$ cat config.mk
export PLATFORM = sky130hd
export DESIGN_NAME = length_prefixed_record_deframer
export DESIGN_NICKNAME = d
export VERILOG_FILES = /design/src/rtl/lprd_pkg.sv /design/src/rtl/length_prefixed_record_deframer.sv /design/src/rtl/lprd_parser.sv
export SDC_FILE = /design/constraint.sdc
export NUM_CORES = 1
export LEC_CHECK = 0
export BUFFER_PORTS_ARGS = -buffer_cell sky130_fd_sc_hd__buf_2
export CORE_MARGIN = 2
export CORE_UTILIZATION = 45
export CTS_BUF_LIST = sky130_fd_sc_hd__clkbuf_16
export CTS_CLUSTER_DIAMETER = 60
export CTS_CLUSTER_SIZE = 16
export DETAILED_ROUTE_END_ITERATION = 6
export PLACE_DENSITY = 0.73
export SLEW_MARGIN = 15
export SYNTH_ARGS = -nofsm -noshare
export SYNTH_HDL_FRONTEND = slang
export SYNTH_SLANG_ARGS = --single-unit
$ cat constraint.sdc
create_clock -name clk -period 16.4 [get_ports clk]
set_clock_uncertainty 0.1 [all_clocks]
set_input_delay 3.28 -clock clk [delete_from_list [all_inputs] [get_ports clk]]
set_output_delay 3.28 -clock clk [all_outputs]
set_load 0.01 [all_outputs]
$ cat src/rtl/lprd_pkg.sv
// Types and constants for the length-prefixed record deframer.
// No dependencies; imported by every module of the block.
`timescale 1ns / 1ps
`default_nettype none

package lprd_pkg;

	localparam int SIZE_W    = 24;  // image_size, record_start, record_length
	localparam int INDEX_W   = 6;
	localparam int FOUND_W   = 7;
	localparam int BYTE_W    = 8;
	localparam int LEN_W     = 32;  // raw header length word
	localparam int POS_CMP_W = 33;  // position compares, no wrap for address widths up to 32
	localparam int HDR_BYTES = 4;
	localparam int PADDR_W   = 3;
	localparam int PDATA_W   = 32;

	// register index, taken from paddr[2]
	localparam logic REG_IMAGE_SIZE = 1'b0;

	typedef enum logic [1:0] {
		PH_HEADER  = 2'd0,
		PH_PAYLOAD = 2'd1,
		PH_PADDING = 2'd2
	} phase_t;

	typedef enum logic [1:0] {
		ROLE_HEADER  = 2'd0,
		ROLE_PAYLOAD = 2'd1,
		ROLE_PADDING = 2'd2,
		ROLE_IGNORED = 2'd3
	} role_t;

	typedef enum logic [2:0] {
		ST_RUN    = 3'd0,
		ST_NODATA = 3'd1,
		ST_SHORT  = 3'd2,
		ST_BADLEN = 3'd3,
		ST_FULL   = 3'd4,
		ST_DONE   = 3'd5
	} status_t;

	typedef struct packed {
		role_t                byte_role;
		logic                 record_valid;
		logic [INDEX_W-1:0]   record_index;
		logic [SIZE_W-1:0]    record_start;
		logic [SIZE_W-1:0]    record_length;
		status_t              parse_status;
		logic [FOUND_W-1:0]   records_found;
	} lprd_result_t;

endpackage

`default_nettype wire

$ cat src/rtl/length_prefixed_record_deframer.sv
// Length-prefixed record deframer: takes an image one byte per beat and tags
// each byte as header, payload, padding or ignored, reporting every accepted
// record's index, payload offset and length and the running parse status.
// Records are a 4-byte big-endian length, the payload, then padding to the
// next 4-byte boundary. Throughput is one byte per clock while result_stall
// is low: a byte sits in the input register while the single-pass parse
// logic updates the position counter and the parse state, and its result
// is registered in the output register. The output register decouples the
// two sides: a new byte is taken while a finished result waits, and stall
// backs up only when both stages are full. Once the parse stops (no data,
// short header, bad length, table full, finished) every later byte is
// reported as ignored with the stop status repeated. image_size is written
// over the APB-style port at byte address 0 and should only be changed while
// no byte is in flight.
// Depends on lprd_pkg and lprd_parser.
`timescale 1ns / 1ps
`default_nettype none

module length_prefixed_record_deframer #(
	parameter int MAX_RECORDS     = 64,
	parameter int IMAGE_ADDR_BITS = 24
) (
	input  wire logic                            clk,
	input  wire logic                            arst_n,
	// configuration port
	input  wire logic                            psel,
	input  wire logic                            penable,
	input  wire logic                            pwrite,
	input  wire logic [lprd_pkg::PADDR_W-1:0]    paddr,
	input  wire logic [lprd_pkg::PDATA_W-1:0]    pwdata,
	output logic      [lprd_pkg::PDATA_W-1:0]    prdata,
	output logic                                 pready,
	// byte input
	input  wire logic                            byte_valid,
	output logic                                 byte_stall,
	input  wire logic [lprd_pkg::BYTE_W-1:0]     image_byte,
	// result output
	output logic                                 result_valid,
	input  wire logic                            result_stall,
	output logic      [1:0]                      byte_role,
	output logic                                 record_valid,
	output logic      [lprd_pkg::INDEX_W-1:0]    record_index,
	output logic      [lprd_pkg::SIZE_W-1:0]     record_start,
	output logic      [lprd_pkg::SIZE_W-1:0]     record_length,
	output logic      [2:0]                      parse_status,
	output logic      [lprd_pkg::FOUND_W-1:0]    records_found
);
	import lprd_pkg::*;

	// configuration register
	logic [SIZE_W-1:0] image_size_q;
	logic              cfg_wr;

	assign pready = 1'b1;
	assign cfg_wr = psel && penable && pwrite && pready;

	always_comb begin
		unique case (paddr[2])
			REG_IMAGE_SIZE: prdata = PDATA_W'(image_size_q);
			default:        prdata = '0;
		endcase
	end

	always_ff @(posedge clk or negedge arst_n) begin
		if (!arst_n) begin
			image_size_q <= '0;
		end else if (cfg_wr && paddr[2] == REG_IMAGE_SIZE) begin
			image_size_q <= pwdata[SIZE_W-1:0];
		end
	end

	// input stage
	logic              valid_s1;
	logic [BYTE_W-1:0] byte_s1;
	logic              advance, take_in, step;

	// output stage
	lprd_result_t res_d, res_q;
	logic         res_valid_q;

	// s1 moves on when the output register is empty or being drained
	assign advance    = !res_valid_q || !result_stall;
	assign byte_stall = valid_s1 && !advance;
	assign take_in    = byte_valid && !byte_stall;
	assign step       = valid_s1 && advance;

	always_ff @(posedge clk or negedge arst_n) begin
		if (!arst_n) begin
			valid_s1 <= 1'b0;
		end else begin
			valid_s1 <= take_in || (valid_s1 && !advance);
		end
	end

	always_ff @(posedge clk) begin
		if (take_in)
			byte_s1 <= image_byte;
	end

	lprd_parser #(
		.MAX_RECORDS     (MAX_RECORDS),
		.IMAGE_ADDR_BITS (IMAGE_ADDR_BITS)
	) u_parser (
		.clk        (clk),
		.arst_n     (arst_n),
		.step       (step),
		.image_byte (byte_s1),
		.image_size (image_size_q),
		.result     (res_d)
	);

	always_ff @(posedge clk or negedge arst_n) begin
		if (!arst_n) begin
			res_valid_q <= 1'b0;
		end else begin
			res_valid_q <= step || (res_valid_q && result_stall);
		end
	end

	always_ff @(posedge clk) begin
		if (step)
			res_q <= res_d;
	end

	assign result_valid  = res_valid_q;
	assign byte_role     = res_q.byte_role;
	assign record_valid  = res_q.record_valid;
	assign record_index  = res_q.record_index;
	assign record_start  = res_q.record_start;
	assign record_length = res_q.record_length;
	assign parse_status  = res_q.parse_status;
	assign records_found = res_q.records_found;

endmodule

`default_nettype wire

$ cat src/rtl/lprd_parser.sv
// Per-byte parse state and single-pass next-state logic of the deframer.
// Depends on lprd_pkg.
`timescale 1ns / 1ps
`default_nettype none

module lprd_parser #(
	parameter int MAX_RECORDS     = 64,
	parameter int IMAGE_ADDR_BITS = 24
) (
	input  wire logic                          clk,
	input  wire logic                          arst_n,
	input  wire logic                          step,
	input  wire logic [lprd_pkg::BYTE_W-1:0]   image_byte,
	input  wire logic [lprd_pkg::SIZE_W-1:0]   image_size,
	output lprd_pkg::lprd_result_t             result
);
	import lprd_pkg::*;

	localparam int PW   = IMAGE_ADDR_BITS;
	localparam int CNTW = $clog2(MAX_RECORDS + 1);
	localparam int EXW  = (CNTW > FOUND_W) ? CNTW : FOUND_W;

	logic [PW-1:0]     pos_q, pos_d, pos_inc;
	phase_t            phase_q, phase_d;
	logic [1:0]        hbs_q, hbs_d;
	logic [LEN_W-1:0]  len_q, len_d, len_base, len_new;
	logic [SIZE_W-1:0] left_q, left_d, left_dec;
	logic [CNTW-1:0]   count_q, count_d;
	status_t           stop_q, stop_d;

	logic                 consume, rec_ok, len_bad;
	logic [POS_CMP_W-1:0] size_x, pos_x, pos_inc_x, rem;
	logic [EXW-1:0]       count_x, count_prev, count_d_x;

	assign size_x    = POS_CMP_W'(image_size);
	assign pos_x     = POS_CMP_W'(pos_q);
	assign pos_inc   = pos_q + PW'(1);
	assign pos_inc_x = POS_CMP_W'(pos_inc);
	assign rem       = (size_x > pos_inc_x) ? (size_x - pos_inc_x) : '0;

	assign len_base = (hbs_q == 2'd0) ? '0 : len_q;
	assign len_new  = {len_base[LEN_W-BYTE_W-1:0], image_byte};
	assign len_bad  = (len_new == '0) || (POS_CMP_W'(len_new) > rem);
	assign left_dec = (left_q != '0) ? (left_q - SIZE_W'(1)) : left_q;

	assign count_x    = EXW'(count_q);
	assign count_prev = count_x - EXW'(1);
	assign count_d_x  = EXW'(count_d);

	// next state
	always_comb begin
		consume = 1'b0;
		rec_ok  = 1'b0;
		stop_d  = stop_q;
		pos_d   = pos_q;
		phase_d = phase_q;
		hbs_d   = hbs_q;
		len_d   = len_q;
		left_d  = left_q;
		count_d = count_q;

		if (stop_q == ST_RUN) begin
			if (image_size == '0) begin
				stop_d = ST_NODATA;
			end else if (phase_q == PH_HEADER && hbs_q == 2'd0) begin
				if (pos_x >= size_x)
					stop_d = ST_DONE;
				else if (count_q >= CNTW'(MAX_RECORDS))
					stop_d = ST_FULL;
				else if (pos_x + POS_CMP_W'(HDR_BYTES) > size_x)
					stop_d = ST_SHORT;
				else
					consume = 1'b1;
			end else if (phase_q == PH_PADDING) begin
				if (pos_x >= size_x)
					stop_d = ST_DONE;
				else
					consume = 1'b1;
			end else begin
				consume = 1'b1;
			end
		end

		if (consume) begin
			pos_d = pos_inc;
			unique case (phase_q)
				PH_PAYLOAD: begin
					left_d = left_dec;
					if (left_dec == '0)
						phase_d = (pos_inc[1:0] != 2'd0) ? PH_PADDING : PH_HEADER;
				end
				PH_PADDING: begin
					if (pos_inc[1:0] == 2'd0)
						phase_d = PH_HEADER;
				end
				default: begin
					len_d = len_new;
					if (hbs_q == 2'(HDR_BYTES - 1)) begin
						hbs_d = 2'd0;
						if (len_bad) begin
							stop_d = ST_BADLEN;
						end else begin
							rec_ok  = 1'b1;
							count_d = count_q + CNTW'(1);
							left_d  = len_new[SIZE_W-1:0];
							phase_d = PH_PAYLOAD;
						end
					end else begin
						hbs_d = hbs_q + 2'd1;
					end
				end
			endcase
			// a consumed byte always moves the position to pos_inc
			if (stop_d == ST_RUN && pos_inc_x >= size_x &&
			    ((phase_d == PH_HEADER && hbs_d == 2'd0) || phase_d == PH_PADDING))
				stop_d = ST_DONE;
		end
	end

	// result fields
	always_comb begin
		result               = '0;
		result.byte_role     = ROLE_IGNORED;
		result.parse_status  = stop_d;
		result.records_found = count_d_x[FOUND_W-1:0];
		if (consume) begin
			unique case (phase_q)
				PH_PAYLOAD: begin
					result.byte_role    = ROLE_PAYLOAD;
					result.record_index = count_prev[INDEX_W-1:0];
				end
				PH_PADDING: begin
					result.byte_role    = ROLE_PADDING;
					result.record_index = count_prev[INDEX_W-1:0];
				end
				default: begin
					result.byte_role    = ROLE_HEADER;
					result.record_index = count_x[INDEX_W-1:0];
				end
			endcase
		end
		if (rec_ok) begin
			result.record_valid  = 1'b1;
			result.record_start  = pos_inc_x[SIZE_W-1:0];
			result.record_length = len_new[SIZE_W-1:0];
		end
	end

	always_ff @(posedge clk or negedge arst_n) begin
		if (!arst_n) begin
			pos_q   <= '0;
			phase_q <= PH_HEADER;
			hbs_q   <= '0;
			len_q   <= '0;
			left_q  <= '0;
			count_q <= '0;
			stop_q  <= ST_RUN;
		end else if (step) begin
			pos_q   <= pos_d;
			phase_q <= phase_d;
			hbs_q   <= hbs_d;
			len_q   <= len_d;
			left_q  <= left_d;
			count_q <= count_d;
			stop_q  <= stop_d;
		end
	end

endmodule

`default_nettype wire

==> results of run 1 <==
## final timing paths
kind / slack [ns] / startpoint / end
max: 7.47 / u_parser.pos_q[2] / u_parser.left_q[0]
min: 0.38 / u_parser.len_q[10] / u_parser.len_q[10]
max reg2reg: 7.47 / u_parser.pos_q[2] / u_parser.left_q[0]
min reg2reg: 0.38 / u_parser.len_q[10] / u_parser.len_q[10]
max in group asynchronous: 12.05 / arst_n / u_parser.len_q[8]
min in group asynchronous: 2.76 / arst_n / u_parser.left_q[7]
## power groups by stage
stage | registers, mW | logic (mW) | clock network [mW]
floorplan | 0.645 | 0.650 | 0
global placement | 0.683 | 0.852 | 0
detailed placement | 0.686 | 0.878 | 0
CTS | 0.677 | 0.885 | 0.409
global route | 0.691 | 0.991 | 0.426
finish | 0.681 | 0.889 | 0.405
## worst max-delay path: stages, from the launching register on
cell	delay, ns
dfrtp_1	0.60
ha_1	0.32
nand3_1	0.26
nor3_1	0.55
and3_1	0.26
nand2_1	0.07
xor2_1	0.31
ha_1	0.35
and3_1	0.25
a221o_1	0.42
a31o_1	0.23
a221oi_1	0.44
o21ai_0	0.35
and2_1	0.51
nand2_1	0.18
ha_1	0.26
a21oi_1	0.16
nor2b_1	0.06
o311ai_0	0.30
a31oi_1	0.18
o311ai_0	0.61
a32oi_1	0.24
a311oi_4	0.79
and2_1	0.53
nand2_2	0.17
o221a_1	0.28
## flip-flops by register name, indices dropped and copies added (netlist names)
signal            count
u_parser.phase_q      2
byte_role             2
result_valid          1
u_parser.hbs_q        2
u_parser.count_q      7
record_index          6
u_parser.stop_q       3
image_size_q         24
record_start         24
u_parser.left_q      24
byte_s1               8
u_parser.len_q       24
records_found         7
valid_s1              1
parse_status          3
record_length        24
u_parser.pos_q       24
record_valid          1
## metrics by stage
step	setup WS [ns]	cells	hold slack [ns]
global placement	7.59	1867	0.356
global route	6.92	1899	0.416
finish	7.47	1899	0.382
CTS	7.53	1899	0.385
detailed placement	7.60	1867	0.369
floorplan	9.16	1417	0.342
## cells in the final DEF, fill, tap and decap left out, drive strengths merged, types with 37 or more instances in the layout
cell type,n
nor2,148
buf,145
nand2,123
ha,112
dfrtp,112
inv,78
edfxtp,75
o21ai,72
xnor2,65
a21oi,51
nand3,45
and3,38
xor2,37
## cell type report
type                            count  area [sq um]  share of cell area (%)
Sequential cell                   187          5050                    34.6
Clock buffer                       17           425                    2.91
Clock inverter                     15           125                   0.857
Tap cell                          384           480                    3.29
Timing Repair Buffer              145           761                    5.21
Multi-Input combinational cell   1076          7470                    51.2
Inverter                           75           282                    1.93
## routing by layer
layer	routed length, microns	global-route usage (%)	up-vias
met2	18200	41.6	358
met4	1090	8.75	0
li1	-	-	5243
met5	0	0	-
met1	15800	31.5	5423
met3	1720	3.52	71
## synth_stat cells, types with 5 or more instances
cell type | count | area, sq um
a21boi_0 | 5 | 37.5
nor4_1 | 25 | 156
nor2_1 | 148 | 556
nor2b_1 | 24 | 150
clkbuf_1 | 39 | 146
a31oi_1 | 13 | 81.3
nand2_1 | 121 | 454
a211oi_1 | 7 | 52.6
xnor2_1 | 65 | 569
mux2_2 | 34 | 383
dfrtp_1 | 112 | 2800
a21oi_1 | 51 | 255
o211ai_1 | 11 | 82.6
ha_1 | 112 | 1400
buf_2 | 24 | 120
or4_1 | 8 | 60.1
o21a_1 | 8 | 60.1
buf_4 | 14 | 105
xor2_1 | 37 | 324
edfxtp_1 | 75 | 2250
and4_1 | 11 | 96.3
o21ai_0 | 71 | 355
nand4b_1 | 5 | 43.8
mux2i_1 | 5 | 50.1
nand2b_1 | 25 | 156
nor3_1 | 25 | 125
or2_2 | 5 | 31.3
o31ai_1 | 5 | 37.5
o221a_2 | 8 | 90.1
nand3_1 | 44 | 220
or3_1 | 7 | 43.8
and2_1 | 11 | 68.8
inv_1 | 75 | 282
and3_1 | 37 | 231
a221o_1 | 11 | 110
a21o_1 | 18 | 135
nand4_1 | 29 | 181
## logic make-up after synthesis
| family | count (synthesis) | synth area share, % |
|---|---|---|
| AOI/OAI and AO/OA | 258 | 13.4 |
| xor gates and xnor gates | 105 | 7.30 |
| adders and majority gates | 115 | 11.0 |
| buffers and inverters | 154 | 5.09 |
| DFF | 187 | 38.4 |
| muxes | 39 | 3.29 |
| other | 2 | 0.0571 |
| and+or+nand+nor | 550 | 21.5 |
==> impl_metrics.yaml, run 1 <==
run_status:
  status: "finished clean"
critical_path:
  end_kind: "flop"
  critPathRequiredTime_ns: 16.63
  cp.arrival_ns: 9.16
  crit_type: "reg2reg"
  r2r_cells: 25
  critPathMaxFanout: 25
  cp-start-kind: "flop"
clocking:
  cts.sinks: 187
  hold_buffers: 0
  clk_path_buf_depth: 2
  cts_tree: "done"
  path_clk_slew_ns: 0.08
  cts_buffers: 17
  cts_resized: 0
  insertion_delay_ns: 0.45
  postCtsSetupBuffers: 0
  h-tree-depth: 4
  clk_root_buffer_cell: "clkbuf_16"
synth:
  synth.distinct_cells: 88
  synth_edf_count: 75
  postSynthCellCount: 1410
  synthFlopType: "dfrtp_1"
  syn_area_sq_um: 13200
  ys_seq_area_share_pct: 38.4
  synth_async_sr_flop_share_pct: 59.9
  synth_seq_cells: 187
  yosys_warnings: 0
  synth.avg_cell_area_sq_um: 9.33
layout:
  area_growth_pct: 11.0
  diodes: 0
  drive_gt1_share_pct: 16.2
  design_area_sq_um: 14600
  layout.nets: 1665
  post-route-util_pct: 50.7
  nFillCells: 2658
run:
  max-cap-violations: 0
global_route:
  grt_pass1_wl_microns: 59000
  grt-ovfl-total: 0
  grt_max_degree: 71
  antenna_found_initial: 0
  grt_util_all_layers_pct: 24.4
  grt_pass1_vias: 10800
sta:
  tightest_slew_ns: 1.14
  tns_ns: 0
  relSlewSlack_pct: 23.9
  rsz0062_at_grt: "false"
  setup_violations: 0
  fmax_mhz: 112
  maxSlewViolCount: 0
  finalHoldViolCount: 0
  fin_crit_ns: 8.93
  period_share_pct: 54.4
route:
  drt_iter0_drc: 1066
  antenna_left: 0
  route.detailed.drc: 0
  wl_per_cell_microns: 19.4
  via_count: 11100
  viasPerCell: 5.84
  drt_wl_total_microns: 36800
  dr.pass1.iters: 5
worst_hold_path:
  hold_class: "reg2reg"
  hold_depth: 2
pwr:
  clkPwrFrac_pct: 20.5
  total_power_mw: 1.97
  peakVddDrop_uv: 76.6
  switchingPower_mw: 0.842
  seqPwrFrac_pct: 34.5
  p_int_mw: 1.13
  switching_share_pct: 42.7
  power.leakage_nw: 6.56
  power_density_nw_per_um2: 135
  combPwrFrac_pct: 45.0
place:
  gp_congestion: 0.955
  place_area_sq_um: 14100
  dp_hpwl_microns: 27400
  portBuffers: 132
die:
  coreArea_sq_um: 28800
  die_w_microns: 175
  dieArea_sq_um: 30600
  dieHeight_microns: 175
  pin_count: 152
  rows: 62
  initial_core_util_pct: 45.7
Note: power is estimated with default switching activity, not from simulation.
==> run 2, diff against run 1 <==
Clock period 16.4 ns to 8.6 ns, I/O delays scaled along.
==> run 2 against run 1 <==
Against the previous run:
- sequential cell count did not move
- count of clock-buffer cells in the layout did not move
- critical path depth rose by 5
- worst setup slack got worse by 6.7 ns
- critical endpoint unchanged
- largest cell class unchanged
- hold slack improved by 0.015 ns
- sequential share of layout area fell by 0.38 points
- wire length fell by 1.0%
- clock power rose by 110%
==> impl_metrics.yaml, run 2 (synthesized netlist as in run 1, its figures left out) <==
run_status:
  status: "finished clean"
worst_hold_path:
  hold_class: "reg2reg"
global_route:
  grt_max_degree: 71
  grt-ovfl-total: 0
  grt_pass1_wl_microns: 57900
  grt_util_all_layers_pct: 24.1
  grt_pass1_vias: 10800
  antenna_found_initial: 0
die:
  die_w_microns: 175
  dieArea_sq_um: 30600
  dieHeight_microns: 175
  pin_count: 152
  rows: 62
  initial_core_util_pct: 45.7
  coreArea_sq_um: 28800
sta:
  fmax_mhz: 127
  tightest_slew_ns: 1.09
  relSlewSlack_pct: 27.2
  tns_ns: 0
  finalHoldViolCount: 0
  setup_violations: 0
  fin_crit_ns: 7.85
  maxSlewViolCount: 0
  period_share_pct: 91.2
  rsz0062_at_grt: "false"
critical_path:
  crit_type: "reg2reg"
  end_kind: "flop"
  cp.arrival_ns: 8.08
  r2r-end: "u_parser.left_q[0]"
  startpoint: "u_parser.pos_q[2]"
  critPathRequiredTime_ns: 8.84
  cp-start-kind: "flop"
  critPathMaxFanout: 25
  cpPeakStageDelay_ns: 0.64
  r2r-start: "u_parser.pos_q[2]"
  cp_slowest_cell: "o311ai_0"
  reg2reg_slack_ns: 0.75
  r2r_cells: 30
  worstSetupEndpoint: "u_parser.left_q[0]"
route:
  wl_per_cell_microns: 19.1
  route.detailed.drc: 0
  dr.pass1.iters: 6
  antenna_left: 0
  drt_iter0_drc: 1073
  drt_wl_total_microns: 36500
  viasPerCell: 5.80
  via_count: 11100
layout:
  drive_gt1_share_pct: 17.1
  post-route-util_pct: 51.3
  area_growth_pct: 12.2
  layout.nets: 1676
  layout_common_cells: "148 x nor2_1, 131 x buf_2, 120 x nand2_1, 112 x ha_1, 112 x dfrtp_1"
  layout_commonest_cell: "nor2_1"
  nFillCells: 2655
  final_cells: 1910
  design_area_sq_um: 14800
  diodes: 0
place:
  placed_cells: 1878
  place_area_sq_um: 14100
  portBuffers: 132
  dp_hpwl_microns: 27400
  gp_congestion: 0.995
clocking:
  cts_resized: 0
  clk_root_buffer_cell: "clkbuf_16"
  postCtsSetupBuffers: 0
  cts.sinks: 187
  h-tree-depth: 4
  path_clk_slew_ns: 0.08
  cts_buffers: 17
  insertion_delay_ns: 0.45
  hold_buffers: 0
  cts_tree: "done"
  clk_path_buf_depth: 2
run:
  max-cap-violations: 0
pwr:
  peakVddDrop_uv: 148
  power.leakage_nw: 6.65
  power_density_nw_per_um2: 260
-- run 2: report_power, final --
group | internal, mW | switching (mW) | leakage, nW
logic | 0.680 | 1.02 | 4.18
clock network | 0.423 | 0.420 | 0.299
registers | 1.09 | 0.202 | 2.17
-- run 2: per-stage QoR --
stage	worst slack [ns]	hold WS, ns	total power, mW
floorplan	1.57	0.342	2.47
global placement	0.984	0.354	2.95
detailed placement	0.949	0.377	2.99
CTS	0.837	0.396	3.84
global route	0.130	0.437	4.10
finish	0.754	0.397	3.84
-- run 2: layout make-up --
type | count | area [sq um] | share of cell area (%)
clock buffer | 17 | 425 | 2.88
clock inverter | 15 | 194 | 1.31
inverter | 75 | 282 | 1.91
multi-input combinational | 1076 | 7470 | 50.6
sequential | 187 | 5050 | 34.2
tap | 384 | 480 | 3.25
timing repair buffer | 156 | 856 | 5.80
-- run 2: worst min path at each step --
stage                  startpoint  cells after the start  slack, ns                  to
5_1_grt                  valid_s1                      1       0.44        result_valid
3_3_place_gp   u_parser.len_q[10]                      2       0.35  u_parser.len_q[10]
6_report                 valid_s1                      1       0.40        result_valid
2_1_floorplan  u_parser.len_q[10]                      2       0.34  u_parser.len_q[10]
4_1_cts                  valid_s1                      1       0.40        result_valid
3_5_place_dp             valid_s1                      1       0.38        result_valid
-- run 2: routing by layer --
| layer | up-vias | global-route usage [%] | part of all wire (%) |
|---|---|---|---|
| li1 | 5268 | - | - |
| met5 | - | 0 | 0 |
| met1 | 5315 | 30.5 | 41 |
| met3 | 82 | 3.89 | 6.1 |
| met4 | 0 | 9.31 | 3.3 |
| met2 | 420 | 41.2 | 49 |
-- run 2: worst max-delay path: cells and delay by family, from the launching register on --
kind                       cells  cell delay, ns
AOI/OAI and AO/OA              8            2.61
buffers and inverters          3            0.62
DFF                            1            0.57
xor gates and xnor gates       1            0.22
adders and majority gates      2            0.72
and+or+nand+nor               16            2.88
==> run 3, diff against run 2 <==
Settings changed: ABC_AREA set to 1.
Clock period 8.6 ns to 8.25 ns, I/O delays scaled along.
==> run 3 against run 2 <==
Against the previous run:
- register-to-register slack lost 0.03 ns
- first-iteration DRC count is 9.5% lower
- critical endpoint is now record_start[15]
- via count rose by 4.6%
- sequential cell count unchanged
- sequential power hardly changed
- synthesized cell count grew 18%
==> impl_metrics.yaml, run 3 <==
sta:
  setup_violations: 0
  period_share_pct: 91.2
  rsz0062_at_grt: "false"
  fin_crit_ns: 7.52
  tns_ns: 0
  fmax_mhz: 133
  relSlewSlack_pct: 28.2
  layout_setup_ws_ns: 0.725
  finalHoldViolCount: 0
  tightest_slew_ns: 1.08
  maxSlewViolCount: 0
layout:
  area_growth_pct: 12.3
  post-route-util_pct: 51.0
  layout.nets: 1945
  drive_gt1_share_pct: 13.0
  diodes: 0
  layout_commonest_cell: "nand2_1"
  layout_common_cells: "378 x nand2_1, 233 x nor2_1, 168 x inv_1, 131 x buf_2"
route:
  antenna_left: 0
  drt_iter0_drc: 971
  wl_per_cell_microns: 16.4
  route.detailed.drc: 0
  dr.pass1.iters: 5
  via_count: 11600
  viasPerCell: 5.32
  drt_wl_total_microns: 35600
global_route:
  grt-ovfl-total: 0
  grt_pass1_wl_microns: 56900
  busiest_layer: "met2"
  grt_util_all_layers_pct: 23.7
  grt_util_met1_pct: 30.4
  grt_pass1_vias: 11000
  use_met2_pct: 39.5
  use_met3_pct: 4.36
  grt_max_degree: 82
  antenna_found_initial: 0
run:
  max-cap-violations: 0
die:
  initial_core_util_pct: 45.4
  rows: 62
  coreArea_sq_um: 28500
  die_w_microns: 174
  dieHeight_microns: 174
  pin_count: 152
  dieArea_sq_um: 30200
critical_path:
  r2r-start: "u_parser.pos_q[4]"
  critPathMaxFanout: 35
  critPathTopFamily: "simple AND/OR/NAND/NOR gates"
  path_buf_inv: 4
  cp_slowest_cell: "nand2_2"
  cpPeakStageDelay_ns: 0.52
  end_kind: "flop"
  critPathRequiredTime_ns: 8.45
  crit_type: "reg2reg"
  cp-start-kind: "flop"
  cp.arrival_ns: 7.73
  startpoint: "u_parser.pos_q[4]"
synth:
  synth.top_cell.area_share_pct: 21.6
  yosysMostFrequentCell: "nand2_1"
  yosys.area.top_type: "dfrtp_1"
  synthFlopType: "dfrtp_1"
  synth.distinct_cells: 54
  synthTopCellsByArea: "dfrtp_1 22%, edfxtp_1 17%, nand2_1 11%"
  synth_async_sr_flop_share_pct: 59.9
  synth_edf_count: 75
  synth_seq_cells: 187
  synthTopCellsByCount: "378 x nand2_1, 233 x nor2_1, 168 x inv_1, 112 x dfrtp_1, 112 x ha_1"
  yosys_warnings: 0
  synth.avg_cell_area_sq_um: 7.77
  postSynthCellCount: 1668
  syn_area_sq_um: 13000
  ys_seq_area_share_pct: 39.0
place:
  dp_hpwl_microns: 26900
  post-place-ws_ns: 0.902
  portBuffers: 132
  gp_congestion: 0.938
pwr:
  power_density_nw_per_um2: 296
  total_power_mw: 4.30
  power.leakage_nw: 7.00
  peakVddDrop_uv: 152
worst_hold_path:
  hold_class: "reg2reg"
  hold_start: "u_parser.len_q[16]"
run_status:
  status: "finished clean"
clocking:
  cts_tree: "done"
  clk_path_buf_depth: 2
  clk_root_buffer_cell: "clkbuf_16"
  hold_buffers: 0
  h-tree-depth: 4
  path_clk_slew_ns: 0.07
  cts_buffers: 17
  insertion_delay_ns: 0.45
  cts_resized: 0
  postCtsSetupBuffers: 0
  cts.sinks: 187
## run 3: path summary, 6_finish.rpt
path,slack [ns],end,cells after the start
max reg2reg,0.73,record_start[15],33
max in group asynchronous,5.53,u_parser.hbs_q[0],2
max,0.73,record_start[15],33
min in group asynchronous,1.10,image_size_q[3],1
min,0.39,u_parser.len_q[16],2
min reg2reg,0.39,u_parser.len_q[16],2
## run 3: stage by stage
stage,hold WS [ns],std cells,area [sq um]
floorplan,0.353,1675,13000
global placement,0.370,2147,13900
detailed placement,0.376,2147,13900
CTS,0.394,2179,14600
global route,0.413,2179,14600
finish,0.390,2179,14600
## run 3: kinds of logic after synthesis
| kind of cell | after synthesis | share of synthesized area (%) |
|---|---|---|
| flops | 187 | 39.0 |
| simple gates | 809 | 26.7 |
| buf+inv | 229 | 7.37 |
| compound gates | 259 | 11.1 |
| other cells | 2 | 0.0580 |
| xor+xnor | 62 | 4.19 |
| fa+ha+maj | 113 | 11.0 |
| mux | 7 | 0.560 |
## run 3: final cells by class
type                       instances  area, sq um
clock buffer                      17          425
clock inverter                    15          228
fill                            2837        14000
inverter                         178          674
multi-input combinational       1259         6970
sequential                       187         5050
tap                              384          480
timing repair buffer             139          716
## run 3: worst register-to-register path, delay by kind of cell, from the launching register on
family | cells | cell delay, ns
AND/OR/NAND/NOR | 22 | 3.89
AO/OA/AOI/OAI | 3 | 0.54
flip-flops | 1 | 0.47
adder cells (fa/ha/maj) | 2 | 0.76
XOR/XNOR | 1 | 0.25
multiplexers | 1 | 0.21
buffers and inverters | 4 | 1.16
## run 3: routing by layer
layer  vias to the layer above  wire [microns]
met1                      5374           15500
li1                       5739               -
met3                        76            2230
met5                         -               0
met2                       409           16700
met4                         0            1190
## run 3: where the power goes
part / internal [mW] / leakage [nW] / switching, mW / total (mW)
clock: 0.520 / 0.316 / 0.402 / 0.923
sequential: 1.19 / 2.17 / 0.148 / 1.33
combinational: 0.676 / 4.51 / 1.37 / 2.04
